$ cat config.mk
export PLATFORM = sky130hd
export DESIGN_NAME = pressure_row_relaxation_unit
export DESIGN_NICKNAME = d
export VERILOG_FILES = /design/src/rtl/prr_pkg.sv /design/src/rtl/prr_relax.sv /design/src/rtl/prr_out_fifo.sv /design/src/rtl/pressure_row_relaxation_unit.sv
export SDC_FILE = /design/constraint.sdc
export NUM_CORES = 1
export LEC_CHECK = 0
export BUFFER_PORTS_ARGS = -buffer_cell sky130_fd_sc_hd__buf_2
export CORE_ASPECT_RATIO = 0.75
export CORE_MARGIN = 2
export CORE_UTILIZATION = 45
export CTS_BUF_LIST = sky130_fd_sc_hd__clkbuf_4
export DETAILED_ROUTE_END_ITERATION = 16
export MAX_ROUTING_LAYER = met4
export PLACE_DENSITY = 0.74
export SYNTH_ARGS = -nofsm -noshare
export SYNTH_HDL_FRONTEND = slang
export SYNTH_SLANG_ARGS = --single-unit
export TNS_END_PERCENT = 5
$ cat constraint.sdc
create_clock -name clk -period 8.93 [get_ports clk]
set_clock_uncertainty 0.15 [all_clocks]
set_input_delay 1.786 -clock clk [delete_from_list [all_inputs] [get_ports clk]]
set_output_delay 1.786 -clock clk [all_outputs]
set_load 0.005 [all_outputs]
$ cat src/rtl/prr_pkg.sv
// Shared types and constants for the pressure row relaxation unit.
// No dependencies.
package prr_pkg;

  localparam int DATA_W = 32;
  localparam int VERT_W = 34;
  localparam int SUM_W  = 36;

  localparam int FIFO_DEPTH = 4;
  localparam int FIFO_PTR_W = 2;
  localparam int FIFO_CNT_W = 3;

  localparam logic [1:0] PHASE_START  = 2'd0;
  localparam logic [1:0] PHASE_SECOND = 2'd1;
  localparam logic [1:0] PHASE_THIRD  = 2'd2;
  localparam logic [1:0] PHASE_STEADY = 2'd3;

  typedef struct packed {
    logic signed [DATA_W-1:0] pressure_here;
    logic signed [DATA_W-1:0] pressure_above;
    logic signed [DATA_W-1:0] pressure_below;
    logic signed [DATA_W-1:0] vel_x_here;
    logic signed [DATA_W-1:0] vel_y_above;
    logic signed [DATA_W-1:0] vel_y_below;
    logic                     row_end;
  } in_item_t;

  typedef struct packed {
    logic signed [DATA_W-1:0] pressure_new;
    logic                     row_done;
  } out_item_t;

  typedef struct packed {
    logic [1:0] n;
    out_item_t  item0;
    out_item_t  item1;
  } push_t;

endpackage

$ cat src/rtl/prr_relax.sv
// Relaxation datapath: five-term sum, saturation to 32 bits, floor divide by four.
// Depends on prr_pkg.
module prr_relax (
  input  logic signed [prr_pkg::DATA_W-1:0] left,
  input  logic signed [prr_pkg::DATA_W-1:0] right,
  input  logic signed [prr_pkg::DATA_W-1:0] vxl,
  input  logic signed [prr_pkg::DATA_W-1:0] vxr,
  input  logic signed [prr_pkg::VERT_W-1:0] vert,
  output logic signed [prr_pkg::DATA_W-1:0] result
);

  localparam logic signed [prr_pkg::SUM_W-1:0] SAT_MAX =
    prr_pkg::SUM_W'(64'sh7FFF_FFFF);
  localparam logic signed [prr_pkg::SUM_W-1:0] SAT_MIN =
    -prr_pkg::SUM_W'(64'sh8000_0000);

  logic signed [prr_pkg::SUM_W-1:0]  sum;
  logic signed [prr_pkg::DATA_W-1:0] sat;

  always_comb begin
    sum = prr_pkg::SUM_W'(left) + prr_pkg::SUM_W'(right) + prr_pkg::SUM_W'(vert)
        + prr_pkg::SUM_W'(vxl) - prr_pkg::SUM_W'(vxr);
    if (sum > SAT_MAX) begin
      sat = prr_pkg::DATA_W'(SAT_MAX);
    end else if (sum < SAT_MIN) begin
      sat = prr_pkg::DATA_W'(SAT_MIN);
    end else begin
      sat = sum[prr_pkg::DATA_W-1:0];
    end
    result = sat >>> 2;
  end

endmodule

$ cat src/rtl/prr_out_fifo.sv
// Result queue: takes up to two items per cycle, hands out one while out_stall is low.
// Depends on prr_pkg.
module prr_out_fifo (
  input  logic               clk,
  input  logic               rst_n,
  input  prr_pkg::push_t     push,
  output logic               room,
  output logic               out_valid,
  input  logic               out_stall,
  output prr_pkg::out_item_t out_data
);

  prr_pkg::out_item_t mem [prr_pkg::FIFO_DEPTH];

  logic [prr_pkg::FIFO_PTR_W-1:0] wr_ptr_r, wr_ptr_nxt;
  logic [prr_pkg::FIFO_PTR_W-1:0] rd_ptr_r, rd_ptr_nxt;
  logic [prr_pkg::FIFO_CNT_W-1:0] cnt_r, cnt_nxt;
  logic                           pop;

  assign out_valid = (cnt_r != '0);
  assign out_data  = mem[rd_ptr_r];
  assign pop       = out_valid && !out_stall;
  assign room      = (cnt_r <= prr_pkg::FIFO_CNT_W'(prr_pkg::FIFO_DEPTH - 2));

  always_comb begin
    wr_ptr_nxt = wr_ptr_r + prr_pkg::FIFO_PTR_W'(push.n);
    rd_ptr_nxt = rd_ptr_r + prr_pkg::FIFO_PTR_W'(pop);
    cnt_nxt    = cnt_r + prr_pkg::FIFO_CNT_W'(push.n) - prr_pkg::FIFO_CNT_W'(pop);
  end

  always_ff @(posedge clk) begin
    if (!rst_n) begin
      wr_ptr_r <= '0;
      rd_ptr_r <= '0;
      cnt_r    <= '0;
    end else begin
      wr_ptr_r <= wr_ptr_nxt;
      rd_ptr_r <= rd_ptr_nxt;
      cnt_r    <= cnt_nxt;
    end
  end

  always_ff @(posedge clk) begin
    if (push.n != 2'd0) begin
      mem[wr_ptr_r] <= push.item0;
    end
    if (push.n == 2'd2) begin
      mem[wr_ptr_r + prr_pkg::FIFO_PTR_W'(1)] <= push.item1;
    end
  end

endmodule

$ cat src/rtl/pressure_row_relaxation_unit.sv
// Top level of the pressure row relaxation unit: input register, row state and
// relaxation datapath, result queue. Depends on prr_pkg, prr_relax, prr_out_fifo.
//
// Relaxes one row of a Q16.16 pressure grid streamed one element per item in
// row order, one item per clock sustained while in_stall is low. Each item is
// captured in an input register; once the queue has room, its results (none,
// one or two) go into a four-entry result queue, from which one result leaves
// per cycle while out_stall is low. The result for element i appears once
// element i+1 has been taken. The first two items of a row of three or more
// give nothing and the third gives two, so rows stream without bubbles.
// in_stall rises only when the queue has fewer than two free entries while an
// item waits in the input register, i.e. under output back-pressure.
module pressure_row_relaxation_unit #(
  parameter int LANES = 4
) (
  input  logic               clk,
  input  logic               rst_n,
  input  logic               in_valid,
  output logic               in_stall,
  input  prr_pkg::in_item_t  in_data,
  output logic               out_valid,
  input  logic               out_stall,
  output prr_pkg::out_item_t out_data
);

  localparam int LANE_W = $clog2(LANES);
  localparam logic [LANE_W-1:0] LANE_LAST = LANE_W'(LANES - 1);

  // input register
  logic                                s1_valid_r, s1_valid_nxt;
  logic signed [prr_pkg::DATA_W-1:0]   s1_p_r;
  logic signed [prr_pkg::DATA_W-1:0]   s1_vx_r;
  logic signed [prr_pkg::VERT_W-1:0]   s1_vert_r;
  logic                                s1_last_r;
  logic signed [prr_pkg::VERT_W-1:0]   in_vert;

  // row state
  logic signed [prr_pkg::DATA_W-1:0]   win0_r, win0_nxt, win1_r, win1_nxt;
  logic signed [prr_pkg::DATA_W-1:0]   vx0_r, vx0_nxt, vx1_r, vx1_nxt;
  logic signed [prr_pkg::VERT_W-1:0]   vhold_r, vhold_nxt;
  logic signed [prr_pkg::DATA_W-1:0]   fresh_r, fresh_nxt;
  logic [LANE_W-1:0]                   lane_r, lane_nxt;
  logic [1:0]                          phase_r, phase_nxt;

  logic                                in_accept, adv, room;
  logic signed [prr_pkg::DATA_W-1:0]   rl_left, rl_right, rl_vxl, rl_vxr, rl_result;
  logic signed [prr_pkg::VERT_W-1:0]   rl_vert;
  prr_pkg::push_t                      push;

  assign adv       = s1_valid_r && room;
  assign in_stall  = s1_valid_r && !room;
  assign in_accept = in_valid && !in_stall;

  assign in_vert = prr_pkg::VERT_W'(in_data.pressure_above)
                 + prr_pkg::VERT_W'(in_data.pressure_below)
                 + prr_pkg::VERT_W'(in_data.vel_y_above)
                 - prr_pkg::VERT_W'(in_data.vel_y_below);

  always_comb begin
    if (in_accept) begin
      s1_valid_nxt = 1'b1;
    end else if (adv) begin
      s1_valid_nxt = 1'b0;
    end else begin
      s1_valid_nxt = s1_valid_r;
    end
  end

  always_ff @(posedge clk) begin
    if (!rst_n) begin
      s1_valid_r <= 1'b0;
    end else begin
      s1_valid_r <= s1_valid_nxt;
    end
  end

  always_ff @(posedge clk) begin
    if (in_accept) begin
      s1_p_r    <= in_data.pressure_here;
      s1_vx_r   <= in_data.vel_x_here;
      s1_vert_r <= in_vert;
      s1_last_r <= in_data.row_end;
    end
  end

  // relaxation operand select
  always_comb begin
    case (phase_r)
      prr_pkg::PHASE_START: begin
        rl_left  = '0;
        rl_right = '0;
        rl_vxl   = '0;
        rl_vxr   = '0;
        rl_vert  = s1_vert_r;
      end
      prr_pkg::PHASE_SECOND: begin
        rl_left  = win1_r;
        rl_right = '0;
        rl_vxl   = vx1_r;
        rl_vxr   = '0;
        rl_vert  = s1_vert_r;
      end
      default: begin
        rl_left  = (lane_r == '0) ? fresh_r : win0_r;
        rl_right = s1_p_r;
        rl_vxl   = vx0_r;
        rl_vxr   = s1_vx_r;
        rl_vert  = vhold_r;
      end
    endcase
  end

  prr_relax u_relax (
    .left   (rl_left),
    .right  (rl_right),
    .vxl    (rl_vxl),
    .vxr    (rl_vxr),
    .vert   (rl_vert),
    .result (rl_result)
  );

  // row sequencing
  always_comb begin
    win0_nxt  = win0_r;
    win1_nxt  = win1_r;
    vx0_nxt   = vx0_r;
    vx1_nxt   = vx1_r;
    vhold_nxt = vhold_r;
    fresh_nxt = fresh_r;
    lane_nxt  = lane_r;
    phase_nxt = phase_r;

    push.n                  = 2'd0;
    push.item0.pressure_new = rl_result;
    push.item0.row_done     = 1'b0;
    push.item1.pressure_new = rl_result;
    push.item1.row_done     = s1_last_r;

    if (adv) begin
      case (phase_r)
        prr_pkg::PHASE_START: begin
          if (s1_last_r) begin
            push.n              = 2'd1;
            push.item0.row_done = 1'b1;
          end
        end
        prr_pkg::PHASE_SECOND: begin
          if (s1_last_r) begin
            push.n = 2'd2;
          end
        end
        default: begin
          push.n = (phase_r == prr_pkg::PHASE_THIRD || s1_last_r) ? 2'd2 : 2'd1;
        end
      endcase

      if (s1_last_r) begin
        win0_nxt  = '0;
        win1_nxt  = '0;
        vx0_nxt   = '0;
        vx1_nxt   = '0;
        vhold_nxt = '0;
        fresh_nxt = '0;
        lane_nxt  = '0;
        phase_nxt = prr_pkg::PHASE_START;
      end else begin
        win0_nxt  = win1_r;
        win1_nxt  = s1_p_r;
        vx0_nxt   = vx1_r;
        vx1_nxt   = s1_vx_r;
        vhold_nxt = s1_vert_r;
        case (phase_r)
          prr_pkg::PHASE_START: begin
            lane_nxt  = '0;
            phase_nxt = prr_pkg::PHASE_SECOND;
          end
          prr_pkg::PHASE_SECOND: begin
            lane_nxt  = LANE_W'(1);
            phase_nxt = prr_pkg::PHASE_THIRD;
          end
          default: begin
            fresh_nxt = rl_result;
            lane_nxt  = (lane_r == LANE_LAST) ? '0 : lane_r + LANE_W'(1);
            phase_nxt = prr_pkg::PHASE_STEADY;
          end
        endcase
      end
    end
  end

  always_ff @(posedge clk) begin
    if (!rst_n) begin
      win0_r  <= '0;
      win1_r  <= '0;
      vx0_r   <= '0;
      vx1_r   <= '0;
      vhold_r <= '0;
      fresh_r <= '0;
      lane_r  <= '0;
      phase_r <= prr_pkg::PHASE_START;
    end else begin
      win0_r  <= win0_nxt;
      win1_r  <= win1_nxt;
      vx0_r   <= vx0_nxt;
      vx1_r   <= vx1_nxt;
      vhold_r <= vhold_nxt;
      fresh_r <= fresh_nxt;
      lane_r  <= lane_nxt;
      phase_r <= phase_nxt;
    end
  end

  prr_out_fifo u_out_fifo (
    .clk       (clk),
    .rst_n     (rst_n),
    .push      (push),
    .room      (room),
    .out_valid (out_valid),
    .out_stall (out_stall),
    .out_data  (out_data)
  );

endmodule

# Word-level counts from Yosys, hierarchy flattened
# Memories as Yosys holds them, arrays and structs flattened. A register that Yosys moved wholly into a read port is not among the register bits.
# Index checks and enable logic that the tools add are counted.
# word_totals
reg_bits	305
ramBits	132
input_bits	197
output_inout_bits	35
wordCells	88
n_memories	1
# classes
addsub	13
order_cmp	3
eq_ne	5
mux	35
reduce_logical	15
# mem_list
name	depth	word_bits	rd	rd_clocked_by_memory_dff	write_ports	line_no	rtl
u_out_fifo.mem	4	33	1	1	2	prr_out_fifo.sv:13	prr_pkg::out_item_t mem [prr_pkg::FIFO_DEPTH];
# op_table
operator	count
$mux W32	11
$pmux W32 S2	2
$mux W34	2
$add A32 B32 Y33	2
$add A36 B32 Y36	1
$gt A36 B32 Y1 const B	1
$lt A36 B32 Y1 const B	1
$sub A36 B32 Y36	1
$add A33 B34 Y35	1
$add A33 B32 Y34	1
$sub A34 B32 Y34	1
$mux W2	7
$pmux W2 S2	3
$mux W1	10
$eq A2 B2 Y1 const B	3
$add A2 B1 Y2 const B	2
$logic_and A1 B1 Y1	4
$logic_not A2 Y1	2
$reduce_bool A2 Y1	2
$add A3 B2 Y3	1
$le A3 B2 Y1 const B	1
$logic_not A1 Y1	3
$reduce_bool A3 Y1	1
$sub A3 B1 Y3	1
other kinds (7)	7

# Depth between registers and ports, before layout
# Gate-level depths: netlist of the first run.
# logic_depth
ltp_word	12
mapped_depth	36
ltp_nobuf	31

# Cells and area by module
# From an unflattened synthesis of the first run, not the netlist that was laid out.
# hier_totals
hier_cells	2636
area_unflattened_um2	28125.7
# by_module_without_submodules
module	n_inst	cells_per_inst	area_per_inst_um2	seq_area_each_um2
pressure_row_relaxation_unit	1	1679	16524.6	6956.7
prr_out_fifo	1	369	6786.5	4103.9
prr_relax	1	588	4814.6	0.0

# Worst setup path after synthesis of the first run
# No wires, ideal clock.
# synth_timing
path_kind	register to register
startpoint	register lane_r[0]
endpoint	memory u_out_fifo.mem[0][28] in the netlist's numbering, data pin
setup_time_ps	273
arrival_ps	7262
t_required_ps	8507
path_slack_ps	1245
path_stages_with_launch	32
n_path_buf	3
period_less_slack_ps	7685
path_cell_list	dfxtp_1 -> inv_1 -> ha_1 -> clkbuf_1 -> clkbuf_1 -> mux2_2 -> nand2_1 -> o21ai_0 -> fa_1 -> fa_1 -> a21o_1 -> a21oi_1 -> o21ai_0 -> a31oi_1 -> o21bai_1 -> a31o_2 -> a211oi_1 -> o31ai_1 -> a21oi_1 -> xnor2_1 -> fa_1 -> ha_1 -> a21o_1 -> a211o_1 -> a22oi_1 -> o21a_1 -> mux2i_1 -> o211ai_1 -> or2_1 -> buf_2 -> a2111oi_4 -> nor2_1
# synth_rtl
element	line_no	rtl
start, declared	pressure_row_relaxation_unit.sv:42	logic [LANE_W-1:0] lane_r, lane_nxt;
start signal, assigned	pressure_row_relaxation_unit.sv:208	lane_r <= lane_nxt;
end, declared	prr_out_fifo.sv:13	

# Worst setup path in the final report of the first run
# layout_timing
startpoint	register lane_r[0]
endpoint	register fresh_r[15] in the netlist's numbering
# layout_between
elab_chain_len	12
word_cells_on_any_way	13
classes_between	add/sub: 4; order compare: 2; mux: 6; reduce/logical: 1
# layout_lines
element	line_no	rtl
$logic_not A2 Y1 (*)	pressure_row_relaxation_unit.sv:104	rl_left = (lane_r == '0) ? fresh_r : win0_r;
$mux W32 (*)	pressure_row_relaxation_unit.sv:104	
$pmux W32 S2 (*)	pressure_row_relaxation_unit.sv:88	case (phase_r)
$add A32 B32 Y33 (*)	prr_relax.sv:21	sum = prr_pkg::SUM_W'(left) + prr_pkg::SUM_W'(right) + prr_pkg::SUM_W'(vert)
$add A33 B34 Y35 (*)	prr_relax.sv:21	
$add A36 B32 Y36 (*)	prr_relax.sv:22	+ prr_pkg::SUM_W'(vxl) - prr_pkg::SUM_W'(vxr);
$sub A36 B32 Y36 (*)	prr_relax.sv:22	
$lt A36 B32 Y1	prr_relax.sv:25	end else if (sum < SAT_MIN) begin
$mux W32	prr_relax.sv:25	
$mux W32 (*)	prr_relax.sv:23	if (sum > SAT_MAX) begin
$mux W32 (*)	pressure_row_relaxation_unit.sv:172	case (phase_r)
$mux W32 (*)	pressure_row_relaxation_unit.sv:157	if (s1_last_r) begin
end signal, assigned	pressure_row_relaxation_unit.sv:207	fresh_r <= fresh_nxt;
end, declared	pressure_row_relaxation_unit.sv:41	logic signed [prr_pkg::DATA_W-1:0] fresh_r, fresh_nxt;
# Mark *: on every way between the ends. The rest lies on a longest branch, timed or not. The select of a mux whose other input is x is not followed.
# A chain may end at the register's enable or synchronous reset.

==> results.md, run 1 <==
* Outcome: finished, final reports clean
* Vias in the first global route at 19560
* Synth async-reset ratio at 0
* RSZ-0062 raised after global routing: no
* Die area at 60700 sq um
* Most frequent cell after synthesis: nand2_1
* Nets at 3276
* Met1 usage at 0.332
* M3 GR Usage at 0.0405
* DRT Wirelength at 69900 microns
* Syn_nets at 3051
* Initial Utilization at 0.458
* Final worst-path cycle share at 0.943
* Leak at 12.0 nW
* Crit path DAT at 9.01 ns
* Initial antenna violation count at 11
* Critical Path RT at 9.52 ns
* Int Power at 5.72 mW
* Hold Path Stages at 2
* First-pass GRT wire length at 108000 microns
* FP Rows at 76
* FF-to-FF path depth at 29
* R2r setup slk at 0.51 ns
* Worst hold path class: reg -> reg
* Max-cap violations at 0
* Number of synthesized register bits at 427
* CP endpoint kind: flip-flop
* CTS Sinks at 427
* CTS H-Tree Depth at 3
* Worst Max-Slew Pin Slew at 1.14 ns
* Prevailing post-synth register cell: edfxtp_1
* Crit path kind: reg -> reg
* Clock Latency Late Sink at 0.90 ns
* Minimum clock period at 8.42 ns
* Yosys cell types at 75
* Worst VDD drop at 0.207 mV
* CTS Hold Bufs at 0
* Layout cells sized above 1 at 0.185
* Vias at 20254
* FMAX at 119 MHz
* Clock root cell: clkbuf_4
* Hold endpoint: vx0_r[16]$_SDFFE_PN0P_
* # setup viols final at 0
* Hold Path Origin: vx0_r[16]$_SDFFE_PN0P_
* DP HPWL at 50400 microns
* Yosys top cell by area: edfxtp_1
* Number of port buffers at 231
* Number of synthesized flops with an enable pin at 223
* Average footprint of a synthesized cell at 10.1 sq um
* TritonCTS clock tree: done
* Initial DRT Pass Iterations at 5
* Worst path max stage delay at 0.55 ns
* Clock slew at reported path FFs at 0.08 ns
* Psw at 4.53 mW
* Setup TNS at 0 ns
* Grt peak-use layer: met2
* Vias per inst at 5.45
* Layout area overhead at 12.7%
* Max Slew Vio Count at 0
* Hold Fails Final Rpt at 0
* Reg power frac at 0.300
* Cell area after synthesis at 26400 sq um
* Syn Inst Count at 2609
* Die height at 214 microns
* Worst r2r dst: fresh_r[15]$_SDFFE_PN0P_
* Grt ovf at 0
* Synth top area cells: edfxtp_1 25%, dfxtp_1 15%, fa_1 10%
* Worst path slowest cell: fa_1
* Core area at 57700 sq um
* Startpoint Class: flip-flop
* Average wire per standard cell at 18.8 microns
* Overall Power at 10.2 mW
* Share of the synthesized area in the top cell type at 0.254
* Post-synth top cells: 341 x nand2_1, 244 x inv_1, 223 x edfxtp_1
* GP Congestion at 0.923
* Die span in x at 284 microns
* Num ports at 232
* Sw Share at 0.442
* M2 GR Usage at 0.343
* Largest net degree at the start of global routing at 134
* Pwr dens at 344 nW/um^2
* Worst-path fanout max at 17
* Post-synthesis sequential area ratio at 0.408
* Antenna Nets Post-Route at 0
* Clock Power Share at 0.172
* CTS Buf Count at 107
* DR DRC count at 0
* Gate power share at 0.527
* GRT Util Overall at 0.232
* Max clock buf depth at 3
* R2R Path Start: lane_r[0]$_SDFFE_PN0P_
* DRT iter0 DRCs at 1705
* Slew headroom at 0.240
* YS warnings at 0
[sequential cells by signal, summed over array words and instances, names as in the netlist, 3 cells and up]
register and flops:
win0_r 32, vhold_r 34, s1_p_r 32, win1_r 32, u_out_fifo.cnt_r 3, vx0_r 32, vx1_r 32, s1_vert_r 34
fresh_r 30, s1_vx_r 32, u_out_fifo.mem 124
[cell families after synthesis]
kind of cell | count (synthesis) | share of synthesized area
xor gates and xnor gates | 88 | 0.0292
AOI/OAI and AO/OA | 587 | 0.150
and+or+nand+nor | 775 | 0.148
DFF | 427 | 0.408
buffers and inverters | 388 | 0.0566
muxes | 99 | 0.0540
adders and majority gates | 245 | 0.155
[cells in the final DEF, fill, tap and decap left out, types with 26 or more instances in the layout]
master    netlist  layout
a21boi_0      168     168
a21o_1         38      38
a21oi_1       137     135
a22o_1         27      27
and2_1         30      29
buf_2           7     230
buf_4           4      26
clkbuf_4        0     171
dfxtp_1       204     201
edfxtp_1      223     223
fa_1          136     136
ha_1          109     109
inv_1         244     244
mux2_2         37      37
mux2i_1        30      30
mux4_2         31      31
nand2_1       341     340
nand3b_1      164     164
nor2_1        117     115
o21ai_0        59      59
o21ai_1        34      34
xnor2_1        62      62
xor2_1         26      26
[power by group through the flow]
stage                     Clock [mW]  Combinational, mW  Sequential, mW
after floorplan                    0               3.72            3.04
after global placement             0               5.03            3.11
after detailed placement           0               5.18            3.12
after CTS                       1.81               5.20            3.08
after global routing            1.91               5.89            3.10
final                           1.77               5.40            3.07
[stage by stage]
stage | hold slack [ns] | util | cell area [sq um] | instances | setup slack, ns
detailed placement | 0.306 | 0.489 | 28200 | 3503 | 0.591
finish | 0.314 | 0.515 | 29800 | 3715 | 0.512
floorplan | 0.274 | - | 26400 | 2609 | 1.25
global placement | 0.297 | 0.489 | 28200 | 3503 | 0.788
global route | 0.333 | 0.515 | 29800 | 3715 | 0.0685
CTS | 0.315 | 0.514 | 29700 | 3705 | 0.460
[per-layer routing]
| metal | wire [microns] | vias to the layer above |
|---|---|---|
| li1 | - | 9575 |
| met1 | 33100 | 9889 |
| met2 | 30900 | 716 |
| met3 | 5040 | 74 |
| met4 | 926 | 0 |
| met5 | 0 | - |
[worst max-delay path: cells and delay by family (launching register included)]
kind / cells / cell delay, ns
AND/OR/NAND/NOR: 4 / 0.63
flip-flops: 1 / 0.34
XOR/XNOR: 1 / 0.23
adder cells (fa/ha/maj): 5 / 1.99
AO/OA/AOI/OAI: 14 / 3.84
multiplexers: 1 / 0.37
buffers and inverters: 4 / 0.72
[worst max path at each step]
| stage | startpoint | to | slack (ns) | cells past startpoint |
|---|---|---|---|---|
| after CTS | lane_r[0]$_SDFFE_PN0P_ | u_out_fifo.mem[0][23]$_DFFE_PP_ | 0.46 | 28 |
| after detailed placement | lane_r[0]$_SDFFE_PN0P_ | u_out_fifo.mem[0][20]$_DFFE_PP_ | 0.59 | 28 |
| after global routing | lane_r[0]$_SDFFE_PN0P_ | u_out_fifo.mem[0][21]$_DFFE_PP_ | 0.07 | 28 |
| after floorplan | lane_r[0]$_SDFFE_PN0P_ | u_out_fifo.mem[0][28]$_DFFE_PP_ | 1.25 | 31 |
| final | lane_r[0]$_SDFFE_PN0P_ | fresh_r[15]$_SDFFE_PN0P_ | 0.51 | 29 |
| after global placement | phase_r[1]$_SDFFE_PN0P_ | u_out_fifo.mem[0][19]$_DFFE_PP_ | 0.79 | 24 |
[what timing repair did]
action / in CTS / in global routing
endpoints found under the setup margin: 0 / 106
buffers inserted: 0 / 0
resized for setup: 0 / 5
[layout make-up]
type                    instances  area [sq um]
flip-flops and latches        427         10800
inverters                     245           920
repair buffers                257          1370
multi-input cells            1796         14200
diodes                          8          20.0
well taps                     780           976
clock inverters                31           190
fillers                      5195         28000
clock buffers                 171          1280
(Power assumes the default switching activity.)
==> inputs of run 2 (changes only) <==
--- a/config.mk
+++ b/config.mk
@@ -5,6 +5,7 @@
 export SDC_FILE = /design/constraint.sdc
 export NUM_CORES = 1
 export LEC_CHECK = 0
+export ABC_AREA = 1
 export BUFFER_PORTS_ARGS = -buffer_cell sky130_fd_sc_hd__buf_2
 export CORE_ASPECT_RATIO = 0.75
 export CORE_MARGIN = 2
==> run 2 against run 1 <==
Compared with the run above: synthesized cell count is 9.0% higher; maximum frequency is 11% higher; first-iteration DRC count is 20% higher; cell count is 5.3% higher; non-clock buffer count is 3 lower; critical path depth is 8 higher; hold slack better by 0.013 ns; utilization is 0.066 points lower.
==> results.md, run 2 <==
* Setup TNS at 0 ns
* Number of port buffers at 231
* Vias per inst at 5.29
* DRT Wirelength at 68500 microns
* Synth async-reset ratio at 0
* CTS Sinks at 427
* CTS Buf Count at 106
* Pwr dens at 371 nW/um^2
* Vias at 20717
* Yosys top cell by area: edfxtp_1
* Worst Max-Slew Pin Slew at 1.12 ns
* Share of the synthesized area in the top cell type at 0.262
* Antenna Nets Post-Route at 0
* GP Congestion at 0.980
* Layout cells sized above 1 at 0.163
* Post-CTS resize count at 0
* Clock root cell: clkbuf_4
* Post-synthesis sequential area ratio at 0.422
* Crit path kind: reg -> reg
* Die area at 58700 sq um
* # setup viols final at 0
* Overall Power at 10.7 mW
* Layout area overhead at 13.0%
* Average footprint of a synthesized cell at 8.98 sq um
* Average wire per standard cell at 17.5 microns
* DP HPWL at 50200 microns
* YS warnings at 0
* Worst-path fanout max at 29
* Worst hold path class: reg -> reg
* DRT iter0 DRCs at 2047
* Vias in the first global route at 19562
* Yosys cell types at 57
* Nets at 3523
* DR DRC count at 0
* Max clock buf depth at 3
* TritonCTS clock tree: done
* Initial antenna violation count at 6
* Largest net degree at the start of global routing at 135
* First-pass GRT wire length at 108000 microns
* Critical Path RT at 9.60 ns
* Cell area after synthesis at 25500 sq um
* Initial DRT Pass Iterations at 6
* Startpoint Class: flip-flop
* Leading cell type in the layout, fill and taps excluded: nand2_1
* Number of synthesized register bits at 427
* Slew headroom at 0.253
* FF-to-FF path depth at 37
* CP endpoint kind: flip-flop
* Outcome: finished, final reports clean
* Max reg flops at 124
* Final worst-path cycle share at 0.851
* Core area at 56000 sq um
* Syn_nets at 3285
* Number of synthesized flops with an enable pin at 223
* Prevailing post-synth register cell: edfxtp_1
* Die height at 210 microns
* FP Rows at 75
* Synth top area cells: edfxtp_1 26%, dfxtp_1 16%, fa_1 11%
* CTS Hold Bufs at 0
* Most frequent cell after synthesis: nand2_1
* Crit-path most repeated cell: nand2_1
* Fill cell count at 5159
* Postcts setup bufs at 0
* Most frequent cells in the layout: 434 x nand2_1, 385 x nor2_1, 357 x inv_1
* Syn Inst Count at 2843
* Worst path max stage delay at 0.59 ns
* CTS H-Tree Depth at 3
* Largest regs: u_out_fifo.mem (124), s1_vert_r (34), vhold_r (34)
* Post-synth top cells: 435 x nand2_1, 389 x nor2_1, 358 x inv_1
* Core Util, Final at 0.515
* GRT Util Overall at 0.241
* Crit path DAT at 8.26 ns
* Initial Utilization at 0.456
* Minimum clock period at 7.60 ns
* Worst VDD drop at 0.325 mV
* R2r setup slk at 1.33 ns
* Clock slew at reported path FFs at 0.07 ns
* Grt ovf at 0
* Max-cap violations at 0
* Worst path slowest cell: nand2_2
* Num ports at 232
* Largest reg by FF count: u_out_fifo.mem
* Hold Fails Final Rpt at 0
* RSZ-0062 raised after global routing: no
* Clock Latency Late Sink at 0.92 ns
* Hold Path Stages at 2
* Max Slew Vio Count at 0
* FMAX at 132 MHz
* Leak at 12.5 nW
* Die span in x at 279 microns
## run 2: final timing paths
| kind | startpoint | to |
|---|---|---|
| setup reg to reg | lane_r[0]$_SDFFE_PN0P_ | fresh_r[11]$_SDFFE_PN0P_ |
| hold reg to reg | win1_r[1]$_SDFFE_PN0P_ | win0_r[1]$_SDFFE_PN0P_ |
| hold / removal | win1_r[1]$_SDFFE_PN0P_ | win0_r[1]$_SDFFE_PN0P_ |
| setup / recovery | lane_r[0]$_SDFFE_PN0P_ | fresh_r[11]$_SDFFE_PN0P_ |
## run 2: critical path: cells and delay by family, from the launching register on
kind,cells,cell delay (ns)
AND/OR/NAND/NOR,19,2.83
adder cells (fa/ha/maj),5,2.04
AO/OA/AOI/OAI,6,1.10
buffers and inverters,6,0.77
flip-flops,1,0.36
XOR/XNOR,1,0.28
## run 2: area by class of cell
type                       instances  area [sq um]  share of cell area
clock buffer                     172          1290              0.0448
sequential                       427         10800               0.374
antenna                            9          22.5            0.000781
clock inverter                    28           184             0.00638
tap                              731           915              0.0317
timing repair buffer             254          1340              0.0465
inverter                         367          1380              0.0479
multi-input combinational       1925         12900               0.448
## run 2: cell families (layout without fill, tap and decap cells)
group	Yosys count	after routing	share of synthesized area
xor gates and xnor gates	96	96	0.0337
and+or+nand+nor	964	964	0.153
other	0	9	0
AOI/OAI and AO/OA	593	593	0.146
buffers and inverters	491	821	0.0744
adders and majority gates	245	245	0.160
muxes	27	27	0.0106
DFF	427	427	0.422
## run 2: power breakdown
| part | internal [mW] | total [mW] | switching (mW) |
|---|---|---|---|
| Combinational | 1.77 | 5.82 | 4.06 |
| Sequential | 3.00 | 3.12 | 0.127 |
| Clock | 0.933 | 1.74 | 0.810 |
## run 2: per-layer routing
metal,part of all wire,GRT usage
met1,0.47,0.351
met2,0.43,0.344
met3,0.085,0.0471
met4,0.015,0.0590
met5,0,-
## run 2: through the flow
step                setup slack (ns)  hold slack, ns  instance area, sq um  cells
CTS                             1.51           0.323                 28800   3904
detailed placement              1.51           0.334                 27300   3704
finish                          1.33           0.327                 28800   3913
global route                   0.762           0.347                 28800   3913
global placement                1.55           0.330                 27300   3704
floorplan                       2.31           0.295                 25500   2843
